--- src/rtl/core/mrl_pkg.sv ---
package mrl_pkg;

    localparam int COORD_BITS = 10;
    // zone-0 coordinates and deltas need one more bit (negated minimum)
    localparam int ZW = COORD_BITS + 1;
    // decision term and increments
    localparam int DW = COORD_BITS + 3;

    localparam int IN_FIELD_W  = 4 * COORD_BITS + 2;
    localparam int IN_DATA_W   = ((IN_FIELD_W + 7) / 8) * 8;
    localparam int OUT_FIELD_W = 2 * COORD_BITS + 2;
    localparam int OUT_DATA_W  = ((OUT_FIELD_W + 7) / 8) * 8;

    localparam int QUEUE_DEPTH = 4;
    localparam int QUEUE_AW    = $clog2(QUEUE_DEPTH);

    typedef enum logic {
        OP_BEGIN = 1'b0,
        OP_STEP  = 1'b1
    } op_t;

    typedef enum logic [2:0] {
        ZONE0 = 3'd0,
        ZONE1 = 3'd1,
        ZONE2 = 3'd2,
        ZONE3 = 3'd3,
        ZONE4 = 3'd4,
        ZONE5 = 3'd5,
        ZONE6 = 3'd6,
        ZONE7 = 3'd7
    } zone_t;

    typedef struct packed {
        logic signed [ZW-1:0] x;
        logic signed [ZW-1:0] y;
    } point_t;

    // one queued command; line setup fields are only meaningful for OP_BEGIN
    typedef struct packed {
        op_t                  op;
        zone_t                zone;
        logic signed [ZW-1:0] start_x;
        logic signed [ZW-1:0] start_y;
        logic signed [ZW-1:0] stop_x;
        logic signed [DW-1:0] decision;
        logic signed [DW-1:0] east_inc;
        logic signed [DW-1:0] diag_inc;
        logic [1:0]           color;
    } entry_t;

    function automatic zone_t pick_zone(input logic signed [ZW-1:0] dx,
                                        input logic signed [ZW-1:0] dy);
        logic signed [ZW-1:0] ndx;
        logic signed [ZW-1:0] ndy;
        zone_t                z;
        ndx = -dx;
        ndy = -dy;
        priority if (!dx[ZW-1] && !dy[ZW-1]) begin
            z = (dx >= dy) ? ZONE0 : ZONE1;
        end else if (dx[ZW-1] && !dy[ZW-1]) begin
            z = (ndx >= dy) ? ZONE3 : ZONE2;
        end else if (dx[ZW-1] && dy[ZW-1]) begin
            z = (ndx >= ndy) ? ZONE4 : ZONE5;
        end else begin
            z = (dx >= ndy) ? ZONE7 : ZONE6;
        end
        return z;
    endfunction

    function automatic point_t into_zone0(input zone_t z, input point_t p);
        point_t r;
        unique case (z)
            ZONE0: begin r.x = p.x;  r.y = p.y;  end
            ZONE1: begin r.x = p.y;  r.y = p.x;  end
            ZONE2: begin r.x = p.y;  r.y = -p.x; end
            ZONE3: begin r.x = -p.x; r.y = p.y;  end
            ZONE4: begin r.x = -p.x; r.y = -p.y; end
            ZONE5: begin r.x = -p.y; r.y = -p.x; end
            ZONE6: begin r.x = -p.y; r.y = p.x;  end
            ZONE7: begin r.x = p.x;  r.y = -p.y; end
        endcase
        return r;
    endfunction

    function automatic point_t from_zone0(input zone_t z, input point_t p);
        point_t r;
        unique case (z)
            ZONE0: begin r.x = p.x;  r.y = p.y;  end
            ZONE1: begin r.x = p.y;  r.y = p.x;  end
            ZONE2: begin r.x = -p.y; r.y = p.x;  end
            ZONE3: begin r.x = -p.x; r.y = p.y;  end
            ZONE4: begin r.x = -p.x; r.y = -p.y; end
            ZONE5: begin r.x = -p.y; r.y = -p.x; end
            ZONE6: begin r.x = p.y;  r.y = -p.x; end
            ZONE7: begin r.x = p.x;  r.y = -p.y; end
        endcase
        return r;
    endfunction

endpackage

--- src/rtl/core/midpoint_line_rasterizer.sv ---
// Midpoint line rasterizer, all eight octants. A begin beat (tuser low) carries two
// signed endpoints and a colour code; it produces no output and replaces any line in
// progress. Each step beat (tuser high) yields one pixel, first endpoint to second
// endpoint inclusive, with tlast on the final one; a step with no line open is
// dropped. Beats are accepted one per clock unless stage 1 is held by a full queue: a
// registered front end folds the line into the first octant and sets up the decision
// term, a four-entry queue follows, and the walker emits one pixel per clock while
// m_tready allows it, from a single add-and-compare on the decision term. A step beat
// passes the stage-1 register and the queue before its pixel is registered at the
// output; the queue absorbs up to four beats while m_tready is low.
module midpoint_line_rasterizer import mrl_pkg::*; (
    input  logic                  aclk,
    input  logic                  aresetn,
    input  logic                  s_tvalid,
    output logic                  s_tready,
    // start_x, start_y, end_x, end_y, color_code, zero pad
    input  logic [IN_DATA_W-1:0]  s_tdata,
    // operation
    input  logic                  s_tuser,
    output logic                  m_tvalid,
    input  logic                  m_tready,
    // pixel_x, pixel_y, pixel_color, zero pad
    output logic [OUT_DATA_W-1:0] m_tdata,
    // last_pixel
    output logic                  m_tlast
);

    logic   push, queue_full, pop, head_valid;
    entry_t push_entry, head;

    mrl_front u_front (
        .aclk       (aclk),
        .aresetn    (aresetn),
        .s_tvalid   (s_tvalid),
        .s_tready   (s_tready),
        .s_tdata    (s_tdata),
        .s_tuser    (s_tuser),
        .push       (push),
        .push_entry (push_entry),
        .queue_full (queue_full)
    );

    mrl_queue u_queue (
        .aclk       (aclk),
        .aresetn    (aresetn),
        .push       (push),
        .push_entry (push_entry),
        .full       (queue_full),
        .pop        (pop),
        .head_valid (head_valid),
        .head       (head)
    );

    mrl_back u_back (
        .aclk       (aclk),
        .aresetn    (aresetn),
        .head_valid (head_valid),
        .head       (head),
        .pop        (pop),
        .m_tvalid   (m_tvalid),
        .m_tready   (m_tready),
        .m_tdata    (m_tdata),
        .m_tlast    (m_tlast)
    );

endmodule

--- src/rtl/core/mrl_front.sv ---
module mrl_front import mrl_pkg::*; (
    input  logic                 aclk,
    input  logic                 aresetn,
    input  logic                 s_tvalid,
    output logic                 s_tready,
    // start_x, start_y, end_x, end_y, color_code, zero pad
    input  logic [IN_DATA_W-1:0] s_tdata,
    // operation
    input  logic                 s_tuser,
    output logic                 push,
    output entry_t               push_entry,
    input  logic                 queue_full
);

    logic signed [COORD_BITS-1:0] in_x0, in_y0, in_x1, in_y1;
    logic                         load;

    logic                 s1_valid_reg, s1_valid_next;
    op_t                  s1_op_reg;
    point_t               s1_p0_reg, s1_p1_reg, s1_d_reg;
    logic [1:0]           s1_color_reg;

    point_t               z_p0, z_p1, z_d;
    zone_t                zone;
    logic signed [DW-1:0] east, diff;

    assign in_x0 = s_tdata[COORD_BITS-1:0];
    assign in_y0 = s_tdata[2*COORD_BITS-1:COORD_BITS];
    assign in_x1 = s_tdata[3*COORD_BITS-1:2*COORD_BITS];
    assign in_y1 = s_tdata[4*COORD_BITS-1:3*COORD_BITS];

    assign push     = s1_valid_reg && !queue_full;
    assign s_tready = !s1_valid_reg || !queue_full;
    assign load     = s_tvalid && s_tready;

    always_comb begin
        s1_valid_next = s1_valid_reg;
        if (load) begin
            s1_valid_next = 1'b1;
        end else if (push) begin
            s1_valid_next = 1'b0;
        end
    end

    always_ff @(posedge aclk) begin
        if (!aresetn) begin
            s1_valid_reg <= 1'b0;
        end else begin
            s1_valid_reg <= s1_valid_next;
        end
    end

    // stage 1: widen endpoints, take deltas
    always_ff @(posedge aclk) begin
        if (load) begin
            s1_op_reg    <= op_t'(s_tuser);
            s1_p0_reg.x  <= ZW'(in_x0);
            s1_p0_reg.y  <= ZW'(in_y0);
            s1_p1_reg.x  <= ZW'(in_x1);
            s1_p1_reg.y  <= ZW'(in_y1);
            s1_d_reg.x   <= ZW'(in_x1) - ZW'(in_x0);
            s1_d_reg.y   <= ZW'(in_y1) - ZW'(in_y0);
            s1_color_reg <= s_tdata[4*COORD_BITS+1:4*COORD_BITS];
        end
    end

    // stage 2: zone, fold into zone 0, decision set-up
    always_comb begin
        zone = pick_zone(s1_d_reg.x, s1_d_reg.y);
        z_p0 = into_zone0(zone, s1_p0_reg);
        z_p1 = into_zone0(zone, s1_p1_reg);
        z_d  = into_zone0(zone, s1_d_reg);
        east = DW'(z_d.y) + DW'(z_d.y);
        diff = DW'(z_d.y) - DW'(z_d.x);

        push_entry.op       = s1_op_reg;
        push_entry.zone     = zone;
        push_entry.start_x  = z_p0.x;
        push_entry.start_y  = z_p0.y;
        push_entry.stop_x   = z_p1.x;
        push_entry.decision = east - DW'(z_d.x);
        push_entry.east_inc = east;
        push_entry.diag_inc = diff + diff;
        push_entry.color    = s1_color_reg;
    end

endmodule

--- src/rtl/core/mrl_queue.sv ---
module mrl_queue import mrl_pkg::*; (
    input  logic   aclk,
    input  logic   aresetn,
    input  logic   push,
    input  entry_t push_entry,
    output logic   full,
    input  logic   pop,
    output logic   head_valid,
    output entry_t head
);

    entry_t                slot_reg [QUEUE_DEPTH];
    logic [QUEUE_AW-1:0]   wr_ptr_reg, wr_ptr_next;
    logic [QUEUE_AW-1:0]   rd_ptr_reg, rd_ptr_next;
    logic [QUEUE_AW:0]     count_reg, count_next;

    assign full       = (count_reg == (QUEUE_AW+1)'(QUEUE_DEPTH));
    assign head_valid = (count_reg != '0);
    assign head       = slot_reg[rd_ptr_reg];

    always_comb begin
        wr_ptr_next = push ? wr_ptr_reg + 1'b1 : wr_ptr_reg;
        rd_ptr_next = pop  ? rd_ptr_reg + 1'b1 : rd_ptr_reg;
        count_next  = count_reg;
        if (push && !pop) begin
            count_next = count_reg + 1'b1;
        end else if (pop && !push) begin
            count_next = count_reg - 1'b1;
        end
    end

    always_ff @(posedge aclk) begin
        if (!aresetn) begin
            wr_ptr_reg <= '0;
            rd_ptr_reg <= '0;
            count_reg  <= '0;
        end else begin
            wr_ptr_reg <= wr_ptr_next;
            rd_ptr_reg <= rd_ptr_next;
            count_reg  <= count_next;
        end
    end

    always_ff @(posedge aclk) begin
        if (push) begin
            slot_reg[wr_ptr_reg] <= push_entry;
        end
    end

endmodule

--- src/rtl/core/mrl_back.sv ---
module mrl_back import mrl_pkg::*; (
    input  logic                  aclk,
    input  logic                  aresetn,
    input  logic                  head_valid,
    input  entry_t                head,
    output logic                  pop,
    output logic                  m_tvalid,
    input  logic                  m_tready,
    // pixel_x, pixel_y, pixel_color, zero pad
    output logic [OUT_DATA_W-1:0] m_tdata,
    // last_pixel
    output logic                  m_tlast
);

    logic                 active_reg, active_next;
    zone_t                zone_reg, zone_next;
    logic signed [ZW-1:0] walk_x_reg, walk_x_next;
    logic signed [ZW-1:0] walk_y_reg, walk_y_next;
    logic signed [ZW-1:0] stop_x_reg, stop_x_next;
    logic signed [DW-1:0] decision_reg, decision_next;
    logic signed [DW-1:0] east_reg, east_next;
    logic signed [DW-1:0] diag_reg, diag_next;
    logic [1:0]           color_reg, color_next;

    logic                  m_valid_reg, m_valid_next;
    logic [COORD_BITS-1:0] m_x_reg, m_y_reg;
    logic [1:0]            m_color_reg;
    logic                  m_last_reg;

    logic   is_begin, emit, last;
    point_t walk_pt, pix;

    assign is_begin = (head.op == OP_BEGIN);
    assign pop      = head_valid && (is_begin || !active_reg || !m_valid_reg || m_tready);
    assign emit     = pop && !is_begin && active_reg;
    assign last     = (walk_x_reg >= stop_x_reg);

    assign walk_pt.x = walk_x_reg;
    assign walk_pt.y = walk_y_reg;
    assign pix       = from_zone0(zone_reg, walk_pt);

    always_comb begin
        active_next   = active_reg;
        zone_next     = zone_reg;
        walk_x_next   = walk_x_reg;
        walk_y_next   = walk_y_reg;
        stop_x_next   = stop_x_reg;
        decision_next = decision_reg;
        east_next     = east_reg;
        diag_next     = diag_reg;
        color_next    = color_reg;
        m_valid_next  = m_tready ? 1'b0 : m_valid_reg;

        if (pop && is_begin) begin
            active_next   = 1'b1;
            zone_next     = head.zone;
            walk_x_next   = head.start_x;
            walk_y_next   = head.start_y;
            stop_x_next   = head.stop_x;
            decision_next = head.decision;
            east_next     = head.east_inc;
            diag_next     = head.diag_inc;
            color_next    = head.color;
        end else if (emit) begin
            m_valid_next = 1'b1;
            if (last) begin
                active_next = 1'b0;
            end else begin
                walk_x_next = walk_x_reg + 1'b1;
                if (decision_reg[DW-1]) begin
                    decision_next = decision_reg + east_reg;
                end else begin
                    walk_y_next   = walk_y_reg + 1'b1;
                    decision_next = decision_reg + diag_reg;
                end
            end
        end
    end

    always_ff @(posedge aclk) begin
        if (!aresetn) begin
            active_reg  <= 1'b0;
            m_valid_reg <= 1'b0;
        end else begin
            active_reg  <= active_next;
            m_valid_reg <= m_valid_next;
        end
    end

    always_ff @(posedge aclk) begin
        zone_reg     <= zone_next;
        walk_x_reg   <= walk_x_next;
        walk_y_reg   <= walk_y_next;
        stop_x_reg   <= stop_x_next;
        decision_reg <= decision_next;
        east_reg     <= east_next;
        diag_reg     <= diag_next;
        color_reg    <= color_next;
        if (emit) begin
            m_x_reg     <= pix.x[COORD_BITS-1:0];
            m_y_reg     <= pix.y[COORD_BITS-1:0];
            m_color_reg <= color_reg;
            m_last_reg  <= last;
        end
    end

    assign m_tvalid = m_valid_reg;
    assign m_tlast  = m_last_reg;
    assign m_tdata  = OUT_DATA_W'({m_color_reg, m_y_reg, m_x_reg});

endmodule
--- config.mk ---
export PLATFORM = sky130hd
export DESIGN_NAME = midpoint_line_rasterizer
export DESIGN_NICKNAME = d
export VERILOG_FILES = /design/src/rtl/core/mrl_pkg.sv /design/src/rtl/core/midpoint_line_rasterizer.sv /design/src/rtl/core/mrl_front.sv /design/src/rtl/core/mrl_queue.sv /design/src/rtl/core/mrl_back.sv
export SDC_FILE = /design/constraint.sdc
export NUM_CORES = 1
export LEC_CHECK = 0
export BUFFER_PORTS_ARGS = -buffer_cell sky130_fd_sc_hd__buf_2
export CAP_MARGIN = 40
export CORE_MARGIN = 2
export CORE_UTILIZATION = 56
export DETAILED_ROUTE_END_ITERATION = 16
export PLACE_DENSITY = 0.71
export SLEW_MARGIN = 40
export SYNTH_ARGS = -nofsm -noshare
export SYNTH_HDL_FRONTEND = slang
export SYNTH_SLANG_ARGS = --single-unit
--- constraint.sdc ---
create_clock -name aclk -period 7.3 [get_ports aclk]
set_clock_uncertainty 0.05 [all_clocks]
set_input_delay 2.19 -clock aclk [delete_from_list [all_inputs] [get_ports aclk]]
set_output_delay 2.19 -clock aclk [all_outputs]
set_load 0.005 [all_outputs]
# --- Word-level counts from Yosys, hierarchy flattened ---
# Memories as Yosys holds them, arrays and structs flattened. A register that Yosys moved wholly into a read port is not among the register bits.
# Index checks and enable logic that the tools add are counted.
op_classes:
  add_sub_neg: 22
  order_cmp: 5
  eq_ne: 17
  n_mux: 36
  bitwise_logic: 1
  n_reduce_logical: 33
ops:
  columns: ["operator", "n"]
  rows:
  - ["22-bit case mux with 8 select lines", 3]
  - ["21-bit case mux with 8 select lines", 1]
  - ["11-bit two-way mux", 7]
  - ["11-bit >= comparator", 5]
  - ["13-bit two-way mux", 4]
  - ["10-bit negation with 11-bit output", 4]
  - ["11-bit negation", 4]
  - ["13-bit adder", 3]
  - ["3-bit == test (second input constant)", 9]
  - ["11-bit by 1-bit adder with 11-bit output (second input constant)", 2]
  - ["10-bit by 10-bit subtractor with 11-bit output", 2]
  - ["3-bit two-way mux", 5]
  - ["1-bit two-way mux", 14]
  - ["12-bit by 11-bit subtractor with 13-bit output", 1]
  - ["11-bit by 11-bit adder with 12-bit output", 1]
  - ["3-bit by 2-bit == test with 1-bit output (second input constant)", 4]
  - ["11-bit by 11-bit subtractor with 12-bit output", 1]
  - ["1-bit logical AND", 11]
  - ["1-bit zero test", 8]
  - ["2-bit nonzero test", 4]
  - ["3-bit by 1-bit == test with 1-bit output (second input constant)", 2]
  - ["3-bit zero test", 2]
  - ["2-bit by 1-bit adder with 2-bit output (second input constant)", 2]
  - ["1-bit logical OR", 4]
  - ["other kinds (8)", 11]
totals:
  register_bits: 175
  mem_bits_rw: 312
  inputBits: 53
  out_inout_bits: 27
  n_memories: 1
mem_list:
  columns: ["memory", "depth", "width", "read_ports", "rd_ports_with_merged_regs", "wr", "line", "text"]
  rows:
  - ["u_queue.slot_reg", 4, 78, 1, 1, 1, "mrl_queue.sv:12", "entry_t slot_reg [QUEUE_DEPTH];"]

# --- Logic depth before layout (Yosys ltp) ---
# Gate-level depths: netlist (run 1).
depth:
  ltp_word: 10
  mapped_depth: 31
  mapped_depth_nobuf: 29

# --- Modules after synthesis ---
# From an unflattened synthesis (run 1), not the netlist that was laid out.
hier_totals:
  cells_unflattened: 2034
  area_unflattened_um2: 25868.6
modules_own_cells:
  columns: ["module", "n_inst", "cells_per_inst", "area_each_um2", "seq_area_each_um2"]
  rows:
  - ["mrl_queue", 1, 451, 11720.0, 9549.2]
  - ["mrl_front", 1, 984, 7977.7, 1971.9]
  - ["mrl_back", 1, 599, 6170.9, 3012.9]

# --- Least setup slack after synthesis (run 1) ---
# OpenSTA, ideal clock, no wires.
synth_path:
  kind: "reg-to-reg"
  startpoint: "register u_front.s1_d_reg[12] (netlist name)"
  endpoint: "memory u_queue.slot_reg[0][13] (netlist name), data pin"
  setup_time_ps: 190
  arrival_time_ps: 6307
  t_required_ps: 7060
  setup_slack_ps: 753
  path_stages_with_launch: 29
  n_path_buf: 2
  synth_period_minus_slack_ps: 6547
  cell_sequence: "edfxtp_1 inv_1 ha_1 buf_2 or4b_4 or4_1 xnor2_1 inv_1 ha_1 and4_1 nand2_1 nand4b_1 a31oi_1 nor2_1 o21ai_4 inv_4 buf_6 nor2_1 nor2_1 nand2_1 o32ai_1 a21oi_1 o21ai_0 ha_1 o21ai_0 a21oi_1 o41ai_2 or4b_1 o211ai_1"
synth_rtl:
  columns: ["item", "line", "text"]
  rows:
  - ["start, declared", "mrl_front.sv:20", "point_t s1_p0_reg, s1_p1_reg, s1_d_reg;"]
  - ["end, declared", "mrl_queue.sv:12", null]

==> impl_metrics.csv, run 1 <==
group,metric,value,unit
clock_network,cts_buffers,47,
final_layout,final_layout_size_suffix_gt1_share,18.6,%
global_route,grt_pass1_wl,91.5,mm
floorplan,fp-row-count,76,
pwr,p_leak,10.0,nW
clock_network,clk_pin_slew,0.06,ns
pwr,vdd_drop_max,0.233,mV
synthesis,synth_fa_ha_area_share,5.91,%
floorplan,die-area,45600,µm²
worst_setup_path,crit_type,"register to register",
sta,min_period_over_period,93.1,%
sta,finalHoldViolations,0,
global_route,grt_pass1_vias,16174,
synthesis,synth_compound_area_share,11.8,%
synthesis,synthMuxAreaShare,9.74,%
final_layout,largest_reg_flops,292,
clock_network,root_buffer,"clkbuf_16",
floorplan,coreArea,43300,µm²
detailed_routing,wl_per_cell,22.6,µm
clock_network,htree_levels,2,
final_layout,diodes,0,
worst_hold_path,hold_class,"register to register",
synthesis,avgSynthCellArea,13.1,µm²
place,post-dp-hpwl,40.3,mm
final_layout,multi_input_area,10000,µm²
synthesis,synth_seq_cells,464,
final_layout,fin_nets,2139,
detailed_routing,drtPass1Iterations,6,
sta,worstMarginPinSlew,0.800,ns
global_route,gr-usage-all-layers,26.5,%
detailed_routing,drtIter0Drc,1479,
clock_network,cts_tree,"built",
floorplan,die_x,214,µm
final_layout,areaGrowthSynthToFinish,11.8,%
synthesis,synth_edf_count,452,
synthesis,postSynthCellCount,1876,
worst_setup_path,arrival,7.10,ns
detailed_routing,drc,0,
detailed_routing,routed_wl,58.7,mm
global_route,antenna_found_initial,0,
status,status,"completed",
sta,drv_slew,0,
sta,fin_setup_tns,0,ns
global_route,gr-total-overflow,0,
synthesis,synth_flop_cell,"edfxtp_1",
floorplan,die_h,214,µm
detailed_routing,drtAntennaViolNets,0,
place,routabilityCongestion,0.917,
pwr,power_density,468,nW/µm²
global_route,grt_start_max_net_pins,66,
worst_setup_path,r2r-start,"u_front.s1_d_reg[11]",
final_layout,fillers,3146,
sta,rsz0062_at_grt,"false",
sta,min_period,6.80,ns
synthesis,ys_async_sr_fraction,0,%
detailed_routing,vias,16176,
worst_setup_path,crit_path_max_fanout,24,
place,io_buffers,71,
synthesis,synth_top_family_by_area,"compound AO/OA/AOI/OAI gates",
clock_network,clkLatencyLatePin,0.58,ns
worst_hold_path,worstHoldStart,"u_back.color_reg[1]",
floorplan,start_util,56.9,%
worst_setup_path,startpoint_type,"register",
floorplan,io_pins,80,
synthesis,yosys_warnings,0,
sta,finalSetupViolCount,0,
sta,fmax,147,MHz
sta,finalWorstSetupSlack,0.502,ns
place,dp_slack,0.466,ns
sta,relSlewSlack,46.2,%
synthesis,synth-simple-area-share,8.60,%
worst_setup_path,startpoint,"u_front.s1_d_reg[11]",
worst_setup_path,crit_required,7.60,ns
clock_network,clock-sinks,464,
job,cap_violations,0,
synthesis,synthXorXnorAreaFrac,4.39,%
synthesis,syn_area,24600,µm²
final_layout,seqCellArea,13800,µm²
synthesis,synth-seq-area-share,56.1,%
worst_setup_path,endpoint_kind,"register",
synthesis,synth_cell_types,97,
clock_network,clk_path_buf_depth,3,
clock_network,cts_setup_buffers,0,
detailed_routing,avgViaCountPerCell,6.24,
-- cells by family after synthesis --
kind of cell | after synthesis
XOR/XNOR | 120
AND/OR/NAND/NOR | 431
buffers and inverters | 209
multiplexers | 121
adder cells (fa/ha/maj) | 114
AO/OA/AOI/OAI | 416
flip-flops | 464
other | 1
-- path summary, 6_finish.rpt --
path,to,slack (ns),cells after the start
max,u_queue.slot_reg[0][38],0.50,26
min reg2reg,u_back.m_color_reg[1],0.38,0
max reg2reg,u_queue.slot_reg[0][38],0.50,26
min,u_back.m_color_reg[1],0.38,0
-- cells in the mapped netlist (17+ instances only) --
| library cell | number | area, µm² |
|---|---|---|
| a22o_1 | 23 | 201 |
| inv_1 | 109 | 409 |
| clkbuf_1 | 78 | 293 |
| nand2b_1 | 24 | 150 |
| mux2_2 | 18 | 203 |
| a21oi_1 | 63 | 315 |
| nand3_1 | 32 | 160 |
| a21o_1 | 39 | 293 |
| o22ai_1 | 22 | 138 |
| nor3_1 | 42 | 210 |
| xor2_1 | 47 | 412 |
| xnor2_1 | 70 | 613 |
| ha_1 | 109 | 1360 |
| o21ai_0 | 103 | 515 |
| nor2_1 | 87 | 327 |
| nand2_1 | 139 | 522 |
| mux4_2 | 92 | 2070 |
| edfxtp_1 | 452 | 13600 |
| or3_1 | 17 | 106 |
-- repair_timing --
item                                    CTS  global route
resized for setup                         0             1
endpoints found under the setup margin    0             4
hold buffers                              0             0
-- per-stage QoR --
step / utilization (%) / hold slack, ns / cells / area (µm²) / power, mW
6_report: 63.6 / 0.380 / 2593 / 27500 / 12.9
5_1_grt: 63.6 / 0.397 / 2593 / 27500 / 13.6
2_1_floorplan: - / 0.350 / 1877 / 24600 / 8.59
4_1_cts: 63.6 / 0.383 / 2593 / 27500 / 12.9
3_5_place_dp: 60.0 / 0.369 / 2509 / 26000 / 10.4
3_3_place_gp: 59.8 / 0.358 / 2506 / 25900 / 10.1
-- power breakdown --
part / switching, mW / total [mW] / leakage, nW / internal [mW]
Sequential: 0.456 / 4.70 / 4.29 / 4.24
Combinational: 3.30 / 5.75 / 4.97 / 2.45
Clock: 0.997 / 2.41 / 0.748 / 1.42
Total: 4.76 / 12.9 / 10.0 / 8.11
-- cell usage in the layout, fill, tap and decap left out, types with 7 or more instances in the layout --
cell type | synthesis | layout
xor2_1 | 47 | 47
buf_4 | 2 | 66
a211oi_1 | 10 | 10
nor3_1 | 42 | 42
nand3_1 | 32 | 32
nand2b_1 | 24 | 24
o211ai_1 | 10 | 10
and2_1 | 16 | 12
and3_1 | 11 | 11
buf_2 | 5 | 71
a21o_1 | 39 | 39
nor2b_1 | 15 | 15
nor2_1 | 87 | 86
ha_1 | 109 | 109
mux2i_1 | 10 | 10
nand4_1 | 7 | 7
o32ai_1 | 16 | 16
o21ai_0 | 103 | 101
clkbuf_16 | 0 | 49
clkbuf_1 | 78 | 8
or3_1 | 17 | 17
clkinv_1 | 0 | 10
o31ai_1 | 9 | 9
inv_1 | 109 | 108
o22ai_1 | 22 | 21
mux4_2 | 92 | 92
nor4_1 | 10 | 10
a22o_1 | 23 | 23
a31oi_1 | 15 | 14
a22oi_1 | 13 | 13
edfxtp_1 | 452 | 452
a221oi_1 | 11 | 11
xnor2_1 | 70 | 69
o21a_1 | 11 | 11
mux2_2 | 18 | 18
nand2_1 | 139 | 139
a211o_1 | 7 | 7
a21oi_1 | 63 | 62
dfxtp_1 | 12 | 10
-- critical path, cell delays in order (launching register included) --
cell      delay, ns
edfxtp_1       0.47
inv_1          0.21
ha_1           0.20
or4b_4         0.52
or4_1          0.51
xnor2_1        0.22
inv_1          0.09
ha_1           0.33
and4_1         0.24
nand2_1        0.07
nand4b_1       0.09
a31oi_1        0.42
nor2_1         0.18
o21ai_4        0.11
buf_4          0.33
nor2_1         0.11
nor2_1         0.32
nand2_1        0.11
a22oi_1        0.28
ha_1           0.34
o21a_1         0.18
nor2_1         0.12
a21oi_2        0.07
a211o_1        0.28
a21o_1         0.23
a31oi_1        0.21
xnor2_1        0.24
-- layout make-up --
class,count,share of cell area [%]
Sequential cell,464,50.2
Multi-Input combinational cell,1204,36.5
Clock buffer,58,4.62
Timing Repair Buffer,144,3.44
Tap cell,585,2.66
Inverter,112,1.54
Clock inverter,26,1.03
-- metal layers --
metal / share of wire, % / track usage, %
met1: 43 / 36.6
met2: 48 / 43.8
met3: 6.1 / 3.81
met4: 2.9 / 8.21
met5: 0 / 0
No activity file was read; power rests on OpenSTA's default activity.
==> inputs of run 2 (changes only) <==
--- a/config.mk
+++ b/config.mk
@@ -10,7 +10,7 @@
 export CORE_MARGIN = 2
 export CORE_UTILIZATION = 56
 export DETAILED_ROUTE_END_ITERATION = 16
-export PLACE_DENSITY = 0.71
+export PLACE_DENSITY_LB_ADDON = 0.12
 export SLEW_MARGIN = 40
 export SYNTH_ARGS = -nofsm -noshare
 export SYNTH_HDL_FRONTEND = slang
==> impl_metrics.csv, run 2 (synthesized netlist as in run 1, its figures left out) <==
group,metric,value,unit
sta,min_period,6.81,ns
clock_network,clkLatencyLatePin,0.60,ns
worst_setup_path,endpoint_kind,"register",
detailed_routing,wl_per_cell,22.2,µm
floorplan,die_h,214,µm
global_route,antenna_found_initial,0,
clock_network,htree_levels,2,
clock_network,clock-sinks,464,
detailed_routing,avgViaCountPerCell,6.11,
job,cap_violations,0,
sta,fmax,147,MHz
place,io_buffers,71,
worst_setup_path,r2r-start,"u_front.s1_d_reg[11]",
worst_hold_path,hold_class,"register to register",
global_route,grt_start_max_net_pins,69,
floorplan,io_pins,80,
clock_network,cts_setup_buffers,0,
floorplan,coreArea,43300,µm²
detailed_routing,drtAntennaViolNets,0,
worst_setup_path,r2r_slack,0.49,ns
final_layout,final_layout_size_suffix_gt1_share,19.9,%
worst_setup_path,crit_path_max_fanout,13,
sta,drv_slew,0,
final_layout,layout_commonest_cell,"edfxtp_1",
worst_setup_path,crit_type,"register to register",
global_route,grt_pass1_vias,15952,
detailed_routing,drtPass1Iterations,5,
clock_network,clk_path_buf_depth,3,
pwr,p_leak,10.1,nW
final_layout,final_cell_mix,"edfxtp_1, nand2_1, ha_1",
sta,holdWs,0.385,ns
detailed_routing,routed_wl,58.0,mm
clock_network,ctsResizeCount,0,
worst_setup_path,r2r_end,"u_queue.slot_reg[0][38]",
worst_hold_path,worstHoldStart,"u_back.color_reg[0]",
sta,relSlewSlack,45.1,%
sta,finalHoldViolations,0,
final_layout,seqCellArea,13800,µm²
global_route,gr-total-overflow,0,
floorplan,fp-row-count,76,
sta,rsz0062_at_grt,"false",
detailed_routing,drc,0,
place,routabilityCongestion,0.930,
place,post-dp-hpwl,40.0,mm
worst_setup_path,worstRegToRegCells,26,
worst_setup_path,crit_required,7.60,ns
detailed_routing,drtIter0Drc,1470,
floorplan,start_util,56.9,%
clock_network,cts_tree,"built",
global_route,gr-usage-all-layers,26.2,%
sta,finalSetupViolCount,0,
sta,worstMarginPinSlew,0.814,ns
final_layout,fillers,3210,
pwr,vdd_drop_max,0.237,mV
final_layout,post-route-util,64.1,%
final_layout,largest_reg_flops,292,
final_layout,diodes,0,
worst_setup_path,startpoint_type,"register",
clock_network,cts_hold_buf,0,
floorplan,die-area,45600,µm²
final_layout,multi_input_area,10000,µm²
detailed_routing,vias,15995,
pwr,power_density,471,nW/µm²
clock_network,root_buffer,"clkbuf_16",
status,status,"completed",
global_route,grt_pass1_wl,90.3,mm
worst_hold_path,hold_end,"u_back.m_color_reg[0]",
sta,min_period_over_period,93.3,%
pwr,finalPower,13.1,mW
final_layout,fin_nets,2160,
sta,fin_setup_tns,0,ns
worst_hold_path,whs_path_depth,0,
clock_network,cts_buffers,48,
final_layout,areaGrowthSynthToFinish,12.7,%
floorplan,die_x,214,µm
clock_network,clk_pin_slew,0.06,ns
worst_setup_path,arrival,7.11,ns
run 2: report_power, final:
| part | internal [mW] | switching, mW |
|---|---|---|
| Combinational | 2.57 | 3.34 |
| Clock | 1.44 | 1.03 |
| Sequential | 4.24 | 0.433 |
| Total | 8.26 | 4.80 |
run 2: worst max-delay path, cell delays in order (launching register included):
cell      delay, ns
edfxtp_1       0.52
inv_1          0.21
ha_1           0.19
or4b_4         0.51
or4_1          0.51
xnor2_1        0.19
inv_1          0.10
ha_1           0.33
and4_1         0.23
nand2_1        0.07
nand4b_1       0.09
a31oi_1        0.40
nor2_1         0.27
o21ai_4        0.14
inv_4          0.07
buf_4          0.19
o211ai_1       0.10
o21ai_0        0.14
a222oi_1       0.36
o21ai_0        0.23
buf_4          0.20
ha_1           0.35
and3_1         0.17
a211o_1        0.29
a21o_1         0.20
a31oi_1        0.21
xnor2_1        0.24
run 2: worst max path at each step:
stage / from / slack (ns) / to / cells after the start
after floorplan: u_front.s1_d_reg[12] / 0.75 / u_queue.slot_reg[0][13] / 28
after CTS: u_front.s1_d_reg[11] / 0.52 / u_queue.slot_reg[2][13] / 27
after global routing: u_front.s1_d_reg[11] / 0.02 / u_queue.slot_reg[1][13] / 25
final: u_front.s1_d_reg[11] / 0.49 / u_queue.slot_reg[0][38] / 26
after global placement: u_front.s1_d_reg[11] / 0.56 / u_queue.slot_reg[0][13] / 26
after detailed placement: u_front.s1_d_reg[11] / 0.54 / u_queue.slot_reg[3][13] / 27
run 2: metal layers:
metal | vias to the layer above | wire length, µm | GRT usage [%] | share of wire (%)
met5 | - | 0 | 0 | 0
met4 | 0 | 1830 | 9.63 | 3.2
met3 | 105 | 3580 | 4.09 | 6.2
met2 | 557 | 27400 | 42.2 | 47
met1 | 7886 | 25200 | 36.4 | 43
li1 | 7447 | - | - | -
run 2: area by class of cell:
| type | count | area share [%] |
|---|---|---|
| Clock buffer | 57 | 4.45 |
| Clock inverter | 30 | 1.33 |
| Inverter | 112 | 1.52 |
| Multi-Input combinational cell | 1204 | 36.2 |
| Sequential cell | 464 | 49.8 |
| Tap cell | 585 | 2.64 |
| Timing Repair Buffer | 164 | 4.01 |
run 2: stage by stage:
| step | cell area, µm² | cells | worst slack (ns) |
|---|---|---|---|
| floorplan | 24600 | 1877 | 0.753 |
| global placement | 26000 | 2526 | 0.562 |
| detailed placement | 26100 | 2527 | 0.543 |
| CTS | 27700 | 2614 | 0.520 |
| global route | 27700 | 2616 | 0.0216 |
| finish | 27700 | 2616 | 0.487 |
